**src/rtl/ffe_pkg.sv**
```systemverilog
// framebuffer fill engine package: op codes, widths, controller states and
// the command and status structs between controller and datapath
// no dependencies
package ffe_pkg;

	// default screen size
	localparam int SCREEN_WIDTH  = 640;
	localparam int SCREEN_HEIGHT = 480;

	// internal signed coordinate width, square width, gradient divider widths
	localparam int CW  = 14;
	localparam int SQW = 24;
	localparam int DW  = 19;
	localparam int RW  = 12;
	localparam int DCW = 5;

	// command op codes
	localparam logic [2:0] OP_PIXEL = 3'd0;
	localparam logic [2:0] OP_FILL  = 3'd1;
	localparam logic [2:0] OP_GRAD  = 3'd2;
	localparam logic [2:0] OP_ROUND = 3'd3;
	localparam logic [2:0] OP_READ  = 3'd4;

	typedef enum logic [3:0] {
		ST_CLEAR,
		ST_IDLE,
		ST_DISPATCH,
		ST_SETUP,
		ST_BASE,
		ST_ROW,
		ST_CINIT,
		ST_CSEARCH,
		ST_GMUL,
		ST_DIV,
		ST_SPAN,
		ST_PIX,
		ST_NEXT,
		ST_RADDR,
		ST_RDATA
	} state_t;

	typedef struct packed {
		logic load;
		logic setup;
		logic base;
		logic row_plain;
		logic corner_init;
		logic search_step;
		logic corner_done;
		logic grad_mul;
		logic div_step;
		logic span;
		logic pix_step;
		logic next_row;
		logic clr_step;
		logic mem_we;
		logic out_load;
	} cmd_t;

	typedef struct packed {
		logic [2:0] op;
		logic       row_done;
		logic       corner_row;
		logic       grad_row;
		logic       search_done;
		logic       div_last;
		logic       span_empty;
		logic       pix_last;
		logic       clr_last;
		logic       out_busy;
	} sts_t;

endpackage

```
**src/rtl/ffe_ctrl.sv**
```systemverilog
// framebuffer fill engine controller: sequences clear pass, row walk,
// corner search, gradient divide and read-back
// depends on ffe_pkg
module ffe_ctrl (
	input  logic           clk,
	input  logic           arst_n,
	input  logic           in_valid,
	output logic           in_ready,
	input  ffe_pkg::sts_t  sts,
	output ffe_pkg::cmd_t  cmd,
	output ffe_pkg::state_t state
);

	ffe_pkg::state_t state_q, state_d;

	assign state = state_q;

	// state register
	always_ff @(posedge clk or negedge arst_n) begin
		if (!arst_n) begin
			state_q <= ffe_pkg::ST_CLEAR;
		end else begin
			state_q <= state_d;
		end
	end

	// next state and commands
	always_comb begin
		state_d  = state_q;
		cmd      = '0;
		in_ready = 1'b0;
		case (state_q)
			ffe_pkg::ST_CLEAR: begin
				cmd.clr_step = 1'b1;
				cmd.mem_we   = 1'b1;
				if (sts.clr_last) state_d = ffe_pkg::ST_IDLE;
			end
			ffe_pkg::ST_IDLE: begin
				in_ready = 1'b1;
				if (in_valid) begin
					cmd.load = 1'b1;
					state_d  = ffe_pkg::ST_DISPATCH;
				end
			end
			ffe_pkg::ST_DISPATCH: begin
				case (sts.op)
					ffe_pkg::OP_PIXEL, ffe_pkg::OP_FILL,
					ffe_pkg::OP_GRAD, ffe_pkg::OP_ROUND: state_d = ffe_pkg::ST_SETUP;
					ffe_pkg::OP_READ: state_d = ffe_pkg::ST_BASE;
					default: state_d = ffe_pkg::ST_IDLE;
				endcase
			end
			ffe_pkg::ST_SETUP: begin
				cmd.setup = 1'b1;
				state_d   = ffe_pkg::ST_BASE;
			end
			ffe_pkg::ST_BASE: begin
				cmd.base = 1'b1;
				state_d  = (sts.op == ffe_pkg::OP_READ) ? ffe_pkg::ST_RADDR : ffe_pkg::ST_ROW;
			end
			ffe_pkg::ST_ROW: begin
				if (sts.row_done) begin
					state_d = ffe_pkg::ST_IDLE;
				end else if (sts.corner_row) begin
					state_d = ffe_pkg::ST_CINIT;
				end else begin
					cmd.row_plain = 1'b1;
					state_d = sts.grad_row ? ffe_pkg::ST_GMUL : ffe_pkg::ST_SPAN;
				end
			end
			ffe_pkg::ST_CINIT: begin
				cmd.corner_init = 1'b1;
				state_d = ffe_pkg::ST_CSEARCH;
			end
			ffe_pkg::ST_CSEARCH: begin
				if (sts.search_done) begin
					cmd.corner_done = 1'b1;
					state_d = ffe_pkg::ST_SPAN;
				end else begin
					cmd.search_step = 1'b1;
				end
			end
			ffe_pkg::ST_GMUL: begin
				cmd.grad_mul = 1'b1;
				state_d = ffe_pkg::ST_DIV;
			end
			ffe_pkg::ST_DIV: begin
				cmd.div_step = 1'b1;
				if (sts.div_last) state_d = ffe_pkg::ST_SPAN;
			end
			ffe_pkg::ST_SPAN: begin
				cmd.span = 1'b1;
				state_d  = ffe_pkg::ST_PIX;
			end
			ffe_pkg::ST_PIX: begin
				if (sts.span_empty) begin
					state_d = ffe_pkg::ST_NEXT;
				end else begin
					cmd.mem_we   = 1'b1;
					cmd.pix_step = 1'b1;
					if (sts.pix_last) state_d = ffe_pkg::ST_NEXT;
				end
			end
			ffe_pkg::ST_NEXT: begin
				cmd.next_row = 1'b1;
				state_d = ffe_pkg::ST_ROW;
			end
			ffe_pkg::ST_RADDR: begin
				state_d = ffe_pkg::ST_RDATA;
			end
			ffe_pkg::ST_RDATA: begin
				if (!sts.out_busy) begin
					cmd.out_load = 1'b1;
					state_d = ffe_pkg::ST_IDLE;
				end
			end
			default: state_d = ffe_pkg::ST_CLEAR;
		endcase
	end

endmodule

```
**config.mk**
```make
export PLATFORM = sky130hd
export DESIGN_NAME = ffe_ctrl
export DESIGN_NICKNAME = d
export VERILOG_FILES = /design/src/rtl/ffe_pkg.sv /design/src/rtl/ffe_ctrl.sv
export SDC_FILE = /design/constraint.sdc
export NUM_CORES = 1
export LEC_CHECK = 0
export ABC_CLOCK_PERIOD_IN_PS = 3000
export BUFFER_PORTS_ARGS = -buffer_cell sky130_fd_sc_hd__buf_4
export CAP_MARGIN = 15
export CELL_PAD_IN_SITES_DETAIL_PLACEMENT = 1
export CELL_PAD_IN_SITES_GLOBAL_PLACEMENT = 1
export CORE_ASPECT_RATIO = 0.8
export CORE_MARGIN = 2
export CORE_UTILIZATION = 29
export CTS_BUF_LIST = sky130_fd_sc_hd__clkbuf_8
export CTS_CLUSTER_SIZE = 40
export DETAILED_ROUTE_END_ITERATION = 16
export PLACE_DENSITY = 0.95
export SYNTH_ARGS = -nofsm -noshare
export SYNTH_HDL_FRONTEND = slang
export SYNTH_SLANG_ARGS = --single-unit
```
**constraint.sdc**
```tcl
create_clock -name clk -period 3 [get_ports clk]
set_input_delay 0 -clock clk [delete_from_list [all_inputs] [get_ports clk]]
set_output_delay 0 -clock clk [all_outputs]
set_load 0.01 [all_outputs]
```
# Word-level counts from Yosys, hierarchy flattened
# Index checks and enable logic that the tools add are counted.
# word_totals
register_bits	4
latch_bits	0
mem_bits_rw	0
romBits	0
out_inout_bits	20
n_memories	0
# op_classes
n_addsub	0
n_mul	0
div	0
n_lt_le_gt_ge	0
eq_ne	24
shifts	0
n_mux	35
bitwise	0
n_reduce_logical	4
# op_table
cell	count
4-bit one-hot mux with 15 select lines	1
4-bit two-way mux	10
4-bit == test (second input constant)	7
1-bit two-way mux	20
4-bit by 3-bit == test with 1-bit output (second input constant)	4
2-bit inequality test (second input constant)	5
4-bit by 2-bit == test with 1-bit output (second input constant)	2
3-bit by 2-bit == test with 1-bit output (second input constant)	2
3-bit one-hot mux with 2 select lines	1
6-bit AND reduction	1
4-bit by 1-bit == test with 1-bit output (second input constant)	1
4-bit zero test	1
2-bit two-way mux	2
4-bit OR reduction	1
3-bit by 1-bit == test with 1-bit output (second input constant)	1
3-bit == test (second input constant)	1
3-bit zero test	1
3-bit inequality test (second input constant)	1
1-bit one-hot mux with 2 select lines	1

# Logic depth before layout (Yosys ltp)
# depth
ltp_word	4
mapped_depth	5

# Worst setup path before layout
# No wires, ideal clock.
# synth_path
path_type	reg2reg
start	register state_q[3] (netlist: state[3])
end	register state_q[3] (netlist: state[3])
setup_ns	0.132
arrival_time_ns	1.510
t_required_ns	2.868
path_slack_ns	1.359
path_stages_with_launch	5
n_path_buf	0
synth_period_minus_slack_ns	1.641
cell_sequence	dfrtp_1 or3b_4 a21oi_4 nor4_2 or3b_1
# synth_between
elab_chain_cells	3
elab_cells_between_ends	23
cone_classes	eq/ne: 20; mux: 1; reduce/logical: 2
# synth_lines
item	line	text
start, declared	ffe_ctrl.sv:14	ffe_pkg::state_t state_q, state_d;
start signal, assigned	ffe_ctrl.sv:21	state_q <= ffe_pkg::ST_CLEAR;
start signal, assigned	ffe_ctrl.sv:23	state_q <= state_d;
4-bit == test, or another cell as far along	ffe_ctrl.sv:32	case (state_q)
3-bit inequality test (no source line) / 2-bit inequality test (equally long branches)	n/a	
6-bit AND reduction (no source line)	n/a	
# Parallel ways exist; a longest one is shown, timed or not.
# A chain may end at the register's enable or synchronous reset.

# Worst setup path in the final report
# layout_path
start	register state_q[1] (netlist: state[1])
end	register state_q[0] (netlist: state[0])
# The elaborated chain is that of the path after synthesis.

==> results.yml <==
final_layout:
  area_delta_synth_final_pct: 64.2
  final_cell_mix: "sky130_fd_sc_hd__buf_4 (34), sky130_fd_sc_hd__nor3_1 (8), sky130_fd_sc_hd__nor2_1 (8)"
  final_area_um2: 810
  fin_nets: 121
  final_antenna_diode_count: 0
  layout.cells.most_common: "sky130_fd_sc_hd__buf_4"
  largest_register_ffs: 4
  layout-drive-gt1-share: 0.385
floorplanning:
  num_rows: 13
  design.die.area_um2: 2050
  core_area_um2: 1610
  start_util: 0.306
  floorplan.io_pins: 35
  fp.dieW_um: 50.1
  fp.dieH_um: 40.9
clock_tree:
  cts_buffers: 3
  cts-htree-levels: 1
  cts-resized-gates: 0
  clock_sink_count: 4
  post_cts.repair.setup_buffers: 0
  path_clk_slew_ns: 0.03
  cts_tree: "built"
  clock-root-buffer: "sky130_fd_sc_hd__clkbuf_8"
  clock_insertion_delay_worst_skew_ns: 0.23
  cts.path.max_buffers: 2
  cts-hold-fix-buffers: 1
flow_run:
  cap_viol_max_count: 0
setup_path:
  critical_path.n_buffers_inverters: 0
  timing.critical_path.to_type: "register"
  critical_path.max_stage_delay_ns: 0.64
  crit_chain: "nand2_1 -> nor4_1 -> or4_1 -> o21ai_1"
  timing.critical_path.from_type: "register"
  arrival_time_at_the_worst_endpoint_ns: 2.04
  timing_worst_setup_path_type: "reg2reg"
  path_max_fanout: 16
  required_time_of_the_worst_setup_path_ns: 3.09
  cp_top_family: "simple AND/OR/NAND/NOR gates"
  critical_path.slowest_cell: "sky130_fd_sc_hd__dfrtp_1"
grt:
  grt_use_met1: 0.247
  globalRouteTotalUtil: 0.235
  first_pass_grt_wire_length_um: 3430
  antenna_found_initial: 0
  gr-usage-met3: 0.0438
  gr-total-overflow: 0
  via_count_of_the_first_global_routing_pass: 699
  gr-usage-met2: 0.461
  maximum_number_of_pins_on_one_net_before_global_route_repair: 18
  grt_busiest_layer: "met2"
route:
  drtAntennaViolNets: 0
  dr.pass1.iters: 4
  totalWireLength_um: 2130
  remaining_drc_errors: 0
  route.detailed.vias_per_inst: 5.54
  dr_total_vias: 698
  drt-wirelength-per-cell_um: 16.9
  initial_detailed_routing_violation_count: 11
synthesis:
  synth.distinct_cells: 30
  synth_nets: 85
  ys_warn_count: 0
  syn_area_per_cell_um2: 7.04
  synth_sequential_area_ratio: 0.203
  synth_cells: 70
  postSynth.topFlopCell: "sky130_fd_sc_hd__dfrtp_1"
  ys_async_sr_fraction: 1.00
  number_of_synthesized_flops_with_an_enable_pin: 0
  mappedNetlistArea_um2: 493
  yosys_register_bits: 4
sta:
  rsz_0062_raised_after_global_routing: "no"
  hold_slack_ns: 0.110
  slew-limit-headroom: 0.569
  worst_clock_skew_ns: 0.00748
  final-hold-violation-count: 0
  timing.final.max_slew_violations: 0
  finalSetupViolCount: 0
  achievable-frequency_mhz: 514
  post-route-min-period_ns: 1.95
  finalSetupTns_ns: 0
  slew_at_the_pin_with_the_worst_max_slew_slack_ns: 0.641
  layout_worst_path_cycle_share: 0.649
power:
  seqPwrFrac: 0.244
  total_leakage_power_uw: 0.000375
  switchingPower_uw: 399
  pwr-share-comb: 0.608
  pwr_density_cell_nw_per_um2: 979
  power.ir.vdd_worst_mv: 0.446
  p_sw_frac: 0.504
  power.clock.fraction: 0.148
  p_int_uw: 393
place:
  hpwl_um: 1550
  detailed_place.area_um2: 758
  gp_congestion: 0.787
  io_buffers: 34
hold_path:
  min_path_type: "in2async"
run_status:
  status: "completed"
## synth_stat cells, types with 3 or more instances
cell type / number / share of area
sky130_fd_sc_hd__dfrtp_1: 4 / 0.20
sky130_fd_sc_hd__inv_1: 4 / 0.030
sky130_fd_sc_hd__nand2_1: 6 / 0.046
sky130_fd_sc_hd__nor2_1: 8 / 0.061
sky130_fd_sc_hd__nor2b_1: 3 / 0.038
sky130_fd_sc_hd__nor3_1: 8 / 0.081
sky130_fd_sc_hd__nor3b_1: 3 / 0.046
sky130_fd_sc_hd__nor4_1: 3 / 0.038
sky130_fd_sc_hd__o21ai_0: 4 / 0.041
## power by group through the flow
stage               Combinational [uW]  Sequential [uW]  Clock [uW]
finish                             482              193         117
global route                       531              205         119
CTS                                483              191         116
detailed placement                 468              191           0
global placement                   447              186           0
floorplan                          321              129           0
## worst paths after layout
path / start / to / slack (ns) / depth (start not counted)
min in group clk: sts[2] / state[1] / 0.20 / 4
hold reg to reg: state[0] / state[0] / 0.90 / 2
setup / recovery: state[1] / state[0] / 1.05 / 4
max in group asynchronous: arst_n / state[1] / 2.78 / 2
setup reg to reg: state[1] / state[0] / 1.05 / 4
hold / removal: arst_n / state[0] / 0.11 / 2
## worst register-to-register path, stage by stage (launching register included)
cell and delay, ns:
sky130_fd_sc_hd__dfrtp_1 0.64, sky130_fd_sc_hd__nand2_1 0.29, sky130_fd_sc_hd__nor4_1 0.55, sky130_fd_sc_hd__or4_1 0.24, sky130_fd_sc_hd__o21ai_1 0.10
## kinds of logic (layout without fill, tap and decap cells)
logic type / Yosys count / after routing / synth area share
AO/OA/AOI/OAI: 15 / 15 / 0.221
buffers and inverters: 8 / 42 / 0.0660
flip-flops: 4 / 4 / 0.203
multiplexers: 1 / 1 / 0.0228
AND/OR/NAND/NOR: 42 / 42 / 0.487
## through the flow
stage	instances	total power, uW	worst slack, ns	utilization
final	126	792	1.05	0.503
after detailed placement	122	659	1.12	0.471
after floorplan	70	450	1.36	-
after CTS	126	789	1.07	0.503
after global routing	126	855	0.812	0.503
after global placement	122	633	1.18	0.471
## metal layers
| metal | up-vias | wire length (um) |
|---|---|---|
| li1 | 325 | - |
| met1 | 321 | 796 |
| met2 | 43 | 1060 |
| met3 | 9 | 196 |
| met4 | 0 | 68 |
| met5 | - | 0 |
## final cells by class
cell class / instances / area (um2)
repair buffers: 35 / 265
inverters: 4 / 15.0
multi-input cells: 58 / 360
well taps: 22 / 27.5
fillers: 204 / 801
flip-flops and latches: 4 / 100
clock buffers: 3 / 41.3
Note: power is estimated with default switching activity, not from simulation.
