[config.mk]
export PLATFORM = sky130hd
export DESIGN_NAME = ffe_dp
export DESIGN_NICKNAME = d
export VERILOG_FILES = /design/src/rtl/ffe_pkg.sv /design/src/rtl/ffe_dp.sv
export SDC_FILE = /design/constraint.sdc
export NUM_CORES = 2
export LEC_CHECK = 0
export ABC_AREA = 1
export BUFFER_PORTS_ARGS = -buffer_cell sky130_fd_sc_hd__buf_4
export CORE_UTILIZATION = 60
export DETAILED_ROUTE_END_ITERATION = 7
export PLACE_DENSITY_LB_ADDON = 0.3
export SLEW_MARGIN = 10
export SYNTH_ARGS = -nofsm -noshare
export SYNTH_HDL_FRONTEND = slang
export SYNTH_SLANG_ARGS = --single-unit
[constraint.sdc]
create_clock -name clk -period 14.85 [get_ports clk]
set_input_delay 2.2275 -clock clk [delete_from_list [all_inputs] [get_ports clk]]
set_output_delay 2.2275 -clock clk [all_outputs]
set_load 0.01 [all_outputs]
[src/rtl/ffe_pkg.sv]
// framebuffer fill engine package: op codes, widths, controller states and
// the command and status structs between controller and datapath
// no dependencies
package ffe_pkg;

	// default screen size
	localparam int SCREEN_WIDTH  = 640;
	localparam int SCREEN_HEIGHT = 480;

	// internal signed coordinate width, square width, gradient divider widths
	localparam int CW  = 14;
	localparam int SQW = 24;
	localparam int DW  = 19;
	localparam int RW  = 12;
	localparam int DCW = 5;

	// command op codes
	localparam logic [2:0] OP_PIXEL = 3'd0;
	localparam logic [2:0] OP_FILL  = 3'd1;
	localparam logic [2:0] OP_GRAD  = 3'd2;
	localparam logic [2:0] OP_ROUND = 3'd3;
	localparam logic [2:0] OP_READ  = 3'd4;

	typedef enum logic [3:0] {
		ST_CLEAR,
		ST_IDLE,
		ST_DISPATCH,
		ST_SETUP,
		ST_BASE,
		ST_ROW,
		ST_CINIT,
		ST_CSEARCH,
		ST_GMUL,
		ST_DIV,
		ST_SPAN,
		ST_PIX,
		ST_NEXT,
		ST_RADDR,
		ST_RDATA
	} state_t;

	typedef struct packed {
		logic load;
		logic setup;
		logic base;
		logic row_plain;
		logic corner_init;
		logic search_step;
		logic corner_done;
		logic grad_mul;
		logic div_step;
		logic span;
		logic pix_step;
		logic next_row;
		logic clr_step;
		logic mem_we;
		logic out_load;
	} cmd_t;

	typedef struct packed {
		logic [2:0] op;
		logic       row_done;
		logic       corner_row;
		logic       grad_row;
		logic       search_done;
		logic       div_last;
		logic       span_empty;
		logic       pix_last;
		logic       clr_last;
		logic       out_busy;
	} sts_t;

endpackage

[src/rtl/ffe_dp.sv]
// framebuffer fill engine datapath: command registers, row and span walk,
// corner square search, gradient divider, address and result register
// depends on ffe_pkg
module ffe_dp #(
	parameter int SCREEN_WIDTH  = ffe_pkg::SCREEN_WIDTH,
	parameter int SCREEN_HEIGHT = ffe_pkg::SCREEN_HEIGHT,
	localparam int DEPTH = SCREEN_WIDTH * SCREEN_HEIGHT,
	localparam int AW    = $clog2(DEPTH)
) (
	input  logic                clk,
	input  logic                arst_n,
	input  ffe_pkg::cmd_t       cmd,
	output ffe_pkg::sts_t       sts,
	input  logic [2:0]          op,
	input  logic signed [11:0]  pos_x,
	input  logic signed [11:0]  pos_y,
	input  logic signed [11:0]  rect_width,
	input  logic signed [11:0]  rect_height,
	input  logic signed [11:0]  radius,
	input  logic [7:0]          color_a,
	input  logic [7:0]          color_b,
	input  logic                out_ready,
	output logic                out_valid,
	output logic [7:0]          pixel_value,
	output logic [AW-1:0]       mem_addr,
	output logic [7:0]          mem_wdata,
	input  logic [7:0]          mem_rdata
);

	localparam int CW  = ffe_pkg::CW;
	localparam int SQW = ffe_pkg::SQW;
	localparam int DW  = ffe_pkg::DW;
	localparam int RW  = ffe_pkg::RW;
	localparam int XW  = $clog2(SCREEN_WIDTH);
	localparam int YW  = $clog2(SCREEN_HEIGHT);
	localparam logic signed [CW-1:0] SW = CW'(SCREEN_WIDTH);
	localparam logic signed [CW-1:0] SH = CW'(SCREEN_HEIGHT);

	logic [2:0]           op_q;
	logic signed [CW-1:0] x_q, y_q, w_q, h_q, r_q;
	logic [7:0]           ca_q, cb_q, color_q;
	logic                 corner_q, rd_ok_q, neg_q;
	logic signed [CW-1:0] j_q, j1_q, i_q, n_q, xcur_q, xend_q;
	logic signed [SQW-1:0] rr_q, r1sq_q, limit_q, sq_q;
	logic [AW-1:0]        rowbase_q, clr_q;
	logic [DW-1:0]        quo_q;
	logic [RW-1:0]        rem_q;
	logic [ffe_pkg::DCW-1:0] div_cnt_q;
	logic                 out_valid_q;
	logic [7:0]           pixel_q;

	logic signed [CW-1:0] in_x, in_y, in_w, in_h, in_r, yrow, jj, lo, hi;
	logic [7:0]           mag;
	logic [RW-1:0]        shifted, den;

	assign in_x = CW'(pos_x);
	assign in_y = CW'(pos_y);
	assign in_w = (op == ffe_pkg::OP_PIXEL) ? CW'(1) : CW'(rect_width);
	assign in_h = (op == ffe_pkg::OP_PIXEL) ? CW'(1) : CW'(rect_height);
	assign in_r = CW'(radius);

	assign yrow = y_q + j_q;
	assign jj   = (j_q < r_q) ? (r_q - CW'(1) - j_q) : (j_q - (h_q - r_q));
	assign lo   = x_q + r_q - n_q;
	assign hi   = x_q + w_q - r_q + n_q;
	assign mag  = (cb_q >= ca_q) ? (cb_q - ca_q) : (ca_q - cb_q);
	assign shifted = {rem_q[RW-2:0], quo_q[DW-1]};
	assign den  = RW'(h_q[RW-2:0]) - RW'(1);

	// status to controller
	always_comb begin
		sts.op          = op_q;
		sts.row_done    = (j_q >= j1_q) || (w_q <= 0);
		sts.corner_row  = corner_q && ((j_q < r_q) || (j_q >= h_q - r_q));
		sts.grad_row    = (op_q == ffe_pkg::OP_GRAD) && (h_q > CW'(1));
		sts.search_done = (i_q < 0) || (sq_q <= limit_q);
		sts.div_last    = (div_cnt_q == ffe_pkg::DCW'(DW - 1));
		sts.span_empty  = (xcur_q >= xend_q);
		sts.pix_last    = (xcur_q + CW'(1) >= xend_q);
		sts.clr_last    = (clr_q == AW'(DEPTH - 1));
		sts.out_busy    = out_valid_q && !out_ready;
	end

	// memory port: clear counter during the clear pass, else row base plus column
	assign mem_addr  = cmd.clr_step ? clr_q : (rowbase_q + AW'(xcur_q[XW-1:0]));
	assign mem_wdata = cmd.clr_step ? 8'd0 : color_q;

	// command and walk registers
	always_ff @(posedge clk) begin
		if (cmd.load) begin
			op_q     <= op;
			x_q      <= in_x;
			y_q      <= in_y;
			w_q      <= in_w;
			h_q      <= in_h;
			ca_q     <= color_a;
			cb_q     <= color_b;
			j_q      <= '0;
			xcur_q   <= in_x;
			rd_ok_q  <= (in_x >= 0) && (in_x < SW) && (in_y >= 0) && (in_y < SH);
			if ((op == ffe_pkg::OP_ROUND) && (in_r > 0) && (in_w >= (in_r <<< 1))
					&& (in_h >= (in_r <<< 1))) begin
				corner_q <= 1'b1;
				r_q      <= in_r;
			end else begin
				corner_q <= 1'b0;
				r_q      <= '0;
			end
		end
		// row range clipped to the screen and corner squares
		if (cmd.setup) begin
			j_q    <= (y_q < 0) ? -y_q : '0;
			j1_q   <= (h_q < SH - y_q) ? h_q : (SH - y_q);
			rr_q   <= SQW'(r_q) * SQW'(r_q);
			r1sq_q <= SQW'(r_q - CW'(1)) * SQW'(r_q - CW'(1));
		end
		if (cmd.base) begin
			rowbase_q <= AW'(yrow[YW-1:0]) * AW'(SCREEN_WIDTH);
		end
		if (cmd.row_plain) begin
			n_q <= r_q;
		end
		// corner width search by stepping the square down
		if (cmd.corner_init) begin
			limit_q <= rr_q - SQW'(jj) * SQW'(jj);
			i_q     <= r_q - CW'(1);
			sq_q    <= r1sq_q;
		end
		if (cmd.search_step) begin
			i_q  <= i_q - CW'(1);
			sq_q <= sq_q - (SQW'(i_q) <<< 1) + SQW'(1);
		end
		if (cmd.corner_done) begin
			n_q <= i_q + CW'(1);
		end
		// gradient: magnitude product then restoring divide by height minus one
		if (cmd.grad_mul) begin
			neg_q     <= (cb_q < ca_q);
			quo_q     <= DW'(mag) * DW'(j_q[RW-2:0]);
			rem_q     <= '0;
			div_cnt_q <= '0;
		end
		if (cmd.div_step) begin
			div_cnt_q <= div_cnt_q + ffe_pkg::DCW'(1);
			if (shifted >= den) begin
				rem_q <= shifted - den;
				quo_q <= {quo_q[DW-2:0], 1'b1};
			end else begin
				rem_q <= shifted;
				quo_q <= {quo_q[DW-2:0], 1'b0};
			end
		end
		// horizontal span clipped to the screen
		if (cmd.span) begin
			xcur_q <= (lo < 0) ? '0 : lo;
			xend_q <= (hi > SW) ? SW : hi;
			if (sts.grad_row) begin
				color_q <= neg_q ? (ca_q - quo_q[7:0]) : (ca_q + quo_q[7:0]);
			end else begin
				color_q <= ca_q;
			end
		end
		if (cmd.pix_step) begin
			xcur_q <= xcur_q + CW'(1);
		end
		if (cmd.next_row) begin
			j_q       <= j_q + CW'(1);
			rowbase_q <= rowbase_q + AW'(SCREEN_WIDTH);
		end
		if (cmd.out_load) begin
			pixel_q <= rd_ok_q ? mem_rdata : 8'd0;
		end
	end

	// clear counter and result valid
	always_ff @(posedge clk or negedge arst_n) begin
		if (!arst_n) begin
			clr_q       <= '0;
			out_valid_q <= 1'b0;
		end else begin
			if (cmd.clr_step) clr_q <= clr_q + AW'(1);
			if (cmd.out_load) begin
				out_valid_q <= 1'b1;
			end else if (out_ready) begin
				out_valid_q <= 1'b0;
			end
		end
	end

	assign out_valid   = out_valid_q;
	assign pixel_value = pixel_q;

endmodule

After elaboration in Yosys (flattened, before gate mapping)
Index checks and enable logic that the tools add are counted.
Cells by class
  add/subtract/negate cells: 30
  $mul: 5
  div/mod/pow operators: 0
  $lt $le $gt $ge: 23
  equality and inequality tests: 4
  shift operators: 0
  multiplexer cells: 36
  bitwise logic cells: 0
  reduce and logical (&&, ||, !) cells: 21
Operators by type and width (count)
  2-to-1 mux 14 bit: 16
  2-to-1 mux 19 bit: 5
  greater-or-equal comparator 14 bit: 4
  2-to-1 mux 24 bit: 2
  adder 14 x 2 -> 14 bit (second input constant): 3
  2-to-1 mux 11 bit: 3
  2-to-1 mux 8 bit: 4
  greater-or-equal comparator 14 x 13 -> 1 bit: 2
  < comparator 14 x 1 -> 1 bit (second input constant): 2
  subtractor 13 x 14 -> 14 bit: 2
  subtractor 14 x 12 -> 14 bit: 2
  subtractor 12 x 2 -> 13 bit (second input constant): 2
  adder 24 x 2 -> 24 bit (second input constant): 1
  greater-or-equal comparator 12 x 1 -> 1 bit (second input constant): 2
  <= comparator 24 bit: 1
  multiplier 12 x 12 -> 24 bit: 1
  multiplier 13 x 13 -> 24 bit: 1
  multiplier 14 x 14 -> 24 bit: 1
  subtractor 24 x 15 -> 24 bit: 1
  subtractor 24 bit: 1
  subtractor 8 bit: 3
  adder 19 x 1 -> 19 bit (second input constant): 1
  adder 19 x 10 -> 19 bit: 1
  adder 19 x 10 -> 19 bit (second input constant): 1
  37 further kinds: 57
Storage, ports and cells
  register bits: 356
  bits in latches: 0
  RAM bits: 0
  memory bits (read-only): 0
  bits of input ports: 105
  output and inout bits: 48
  logic and storage cells: 148
  memories: 0

Depth between registers and ports, before layout
  word-level depth: 6
  mapped depth: 49
  depth with buffers taken out: 48

Worst setup path before layout
No wires, ideal clock.
  path kind: register to register
  start: reg r_q[2]
  end: reg limit_q[23] (data pin)
  library setup time: 252 ps
  arrival: 7644 ps
  data required time: 14598 ps
  path slack: 6953 ps
  cell stages (with the launch flop): 43
  buffers on the path: 1
  clock period less this slack: 7897 ps
  cells stage by stage: edfxtp_1 -> inv_1 -> ha_1 -> a21oi_1 -> o21bai_1 -> nand2_1 -> o211ai_1 -> nand2_1 -> o21ai_0 -> nand3_1 -> a22oi_1 -> ha_1 -> nand2_1 -> inv_1 -> nand2_1 -> nand2_1 -> a21oi_1 -> nand3_1 -> (+7 left out) -> fa_1 -> inv_1 -> fa_1 -> inv_1 -> fa_1 -> inv_1 -> fa_1 -> fa_1 -> ha_1 -> nand2_1 -> nor2_1 -> nand2_1 -> nor3b_1 -> nand2_1 -> nand3_1 -> inv_1 -> nand2_1 -> nand2_1
On the way
  word-level cells in the longest chain between the ends: 5
  elaborated cells on any way between the ends: 8
  those cells by class: 5 x add/sub; 1 x mul; 1 x order compare; 1 x mux
RTL lines
  start: declaration: line ffe_dp.sv:40  | logic signed [CW-1:0] x_q, y_q, w_q, h_q, r_q;
  start signal: assignment: line ffe_dp.sv:104  | r_q <= in_r;
  subtractor 14 x 12 -> 14 bit / subtractor 12 x 2 -> 13 bit (equally long branches): line ffe_dp.sv:63  | assign jj = (j_q < r_q) ? (r_q - CW'(1) - j_q) : (j_q - (h_q - r_q));
  subtractor 14 bit / subtractor 13 x 14 -> 14 bit (equally long branches): line ffe_dp.sv:63
  2-to-1 mux 14 bit *: line ffe_dp.sv:63
  multiplier 14 x 14 -> 24 bit *: line ffe_dp.sv:125  | limit_q <= rr_q - SQW'(jj) * SQW'(jj);
  subtractor 24 bit *: line ffe_dp.sv:125
  end signal: assignment: line ffe_dp.sv:125
  end: declaration: line ffe_dp.sv:44  | logic signed [SQW-1:0] rr_q, r1sq_q, limit_q, sq_q;
Every way passes the cells marked *; elsewhere a longest branch is shown, timed or not.
A chain may end at the register's enable or synchronous reset.

Worst setup path after layout
  start: reg r_q[0]
  end: reg limit_q[23] (data pin)
The elaborated chain is that of the path after synthesis.

==> impl_metrics.tcl <==
set metrics [dict create \
    coreArea_um2 75900 \
    port-buffer-count 151 \
    cp_slowest_cell "fa_1" \
    cpMostUsedCell "nand2_1" \
    fill_cells 6319 \
    synth.mux.area_fraction 0 \
    drc 0 \
    diodes 0 \
    syn_avg_cell_area_um2 8.39 \
    synth_top_family_by_area "adder cells" \
    post_cts_buffers 0 \
    netlist_instances 5480 \
    ys_async_sr_fraction 0.0585 \
    dieArea_um2 77800 \
    synthTopCellsByCount "inv_1 (1228), nand2_1 (947), ha_1 (529)" \
    r2r_end "limit_q[23]$_DFFE_PP_" \
    routed_wl_mm 118 \
    cts_resized 0 \
    r2r_cells 38 \
    synth-seq-area-share 0.221 \
    fin_setup_tns_ns 0 \
    antenna_found_initial 0 \
    gr-usage-all-layers 0.313 \
    synth_compound_area_frac 0.0849 \
    setup_viol 0 \
    final_core_util 0.654 \
    path_clk_slew_ns 0.06 \
    drtPass1Iterations 6 \
    seqCellArea_um2 10200 \
    worstHoldStart "clr_q[12]$_DFFE_PN0P_" \
    drive_gt1_frac 0.0579 \
    dr_total_vias 36900 \
    chipWidth_um 279 \
    postRouteAntennaNets 0 \
    drv_cap 0 \
    holdPathEnd "clr_q[12]$_DFFE_PN0P_" \
    slowest_delay_ns 0.75 \
    layout.cells.non_filler 6675 \
    multi_input_area_um2 30700 \
    fp.dieH_um 279 \
    worstSetupPathType "reg2reg" \
    synth_edf_count 322 \
    dpl.hpwl_mm 95.3 \
    htreeDepth 2 \
    worstPathRequired_ns 15.17 \
    drtIter0Drc 3077 \
    synth_cell_types 68 \
    syn2layout_area_growth_pct 7.96 \
    dp.cells 6602 \
    start_util 0.606 \
    fmax_ghz 0.0945 \
    end_kind "flip-flop" \
    cts_sinks 342 \
    ctsHoldBuffers 0 \
    row_count 101 \
    viasPerCell 5.53 \
    synth_simple_gate_area_frac 0.166 \
    synth_area_leaders "fa_1 (23%), edfxtp_1 (21%), ha_1 (14%)" \
    synth_top_area_frac 0.228 \
    grt_first_pass_wirelength_mm 192 \
    synth_top_cell_by_area "fa_1" \
    crit_arrival_ns 10.90 \
    synth-main-ff-cell "edfxtp_1" \
    syn_area_um2 46000 \
    grt_max_degree 61 \
    worst_slew_pin_slew_ns 0.965 \
    holdPathStages 1 \
    cts_made_buffers 40 \
    startpoint_type "flip-flop" \
    fin_crit_sh 0.712 \
    synth_seq_cells 342 \
    status "finished, final reports clean" \
    synth-adder-area-share 0.372 \
    ys_warn_count 0 \
    io_pins 153 \
    gp_congestion 0.955 \
    cts_tree "yes" \
    nets 6773 \
    gr-total-overflow 0 \
    hold_path_class "reg2reg" \
    synth_xor_area_frac 0.0451 \
    path_max_fanout 33 \
    max_slew_margin 0.356 \
    clock_latency_ns 0.61 \
    clk_path_buf_depth 3 \
    skew_ns 0.0566 \
    hold_viol_final 0 \
    wire_per_inst_um 17.7 \
    min_period_ns 10.58 \
    r2r_slack_ns 4.27 \
    grt_pass1_vias 37000 \
    rsz0062_at_grt "no" \
    reg2reg_from "r_q[0]$_SDFFCE_PN0P_" \
    synth.most_common_cell "inv_1" \
    cts_root_buf "clkbuf_16" \
    slew_violations 0 \
]
## metrics by stage
stage / hold slack, ns / instance area (um^2) / setup WS, ns
floorplan: 0.463 / 46000 / 6.95
global placement: 0.484 / 48200 / 4.76
detailed placement: 0.502 / 48200 / 4.59
CTS: 0.513 / 49700 / 4.50
global route: 0.550 / 49700 / 3.89
finish: 0.511 / 49700 / 4.27
## critical path, delay by kind of cell (launching register included)
family,cells,cell delay (ns)
adder cells (fa/ha/maj),9,4.58
AND/OR/NAND/NOR,17,2.51
buffers and inverters,9,2.05
flip-flops,1,0.38
AO/OA/AOI/OAI,3,0.76
## worst max path at each step
stage / start / end / slack [ns] / cells after the start
after global placement: r_q[0]$_SDFFCE_PN0P_ / limit_q[23]$_DFFE_PP_ / 4.76 / 38
final: r_q[0]$_SDFFCE_PN0P_ / limit_q[23]$_DFFE_PP_ / 4.27 / 38
after detailed placement: r_q[0]$_SDFFCE_PN0P_ / limit_q[23]$_DFFE_PP_ / 4.59 / 38
after CTS: r_q[0]$_SDFFCE_PN0P_ / limit_q[23]$_DFFE_PP_ / 4.50 / 38
after global routing: r_q[0]$_SDFFCE_PN0P_ / limit_q[23]$_DFFE_PP_ / 3.89 / 40
after floorplan: r_q[2]$_SDFFCE_PN0P_ / limit_q[23]$_DFFE_PP_ / 6.95 / 42
## cells in the final DEF, fill, tap and decap left out, drive strengths merged, types with 67 or more instances in the layout
| master | instances |
|---|---|
| nand2 | 956 |
| fa | 525 |
| nor2 | 481 |
| o21ai | 245 |
| ha | 529 |
| xor2 | 160 |
| nand3 | 195 |
| nor3 | 67 |
| inv | 1245 |
| xnor2 | 74 |
| edfxtp | 322 |
| buf | 175 |
| a21oi | 283 |
## final cells by class
cell class	count	area share
Tap cell	1030	0.0259
Sequential cell	342	0.205
Inverter	1252	0.0947
Multi-Input combinational cell	3803	0.619
Timing Repair Buffer	175	0.0265
Clock buffer	43	0.0204
Clock inverter	30	0.00869
## cell families after synthesis
logic type / count (synthesis)
flops: 342
fa+ha+maj: 1054
other cells: 1
simple gates: 1823
buf+inv: 1336
xor+xnor: 234
compound gates: 690
## per-layer routing
metal	part of all wire	wire length, um	global-route usage	vias to the layer above
met4	0.037	4370	0.110	0
met1	0.42	50000	0.433	17600
met5	0	0	0	-
met2	0.45	53800	0.502	1450
met3	0.087	10300	0.0479	233
li1	-	-	-	17600
## sequential cells by signal, summed over array words and instances (netlist names), 13 cells and up
signal   cells
n_q         14
sq_q        24
quo_q       19
r1sq_q      23
xend_q      14
clr_q       19
i_q         14
j_q         14
xcur_q      14
limit_q     24
rr_q        23
j1_q        13
Power is left out: the tool's default activity adds up to more than one toggle a clock period on the data nets, which glitch-free logic cannot reach.
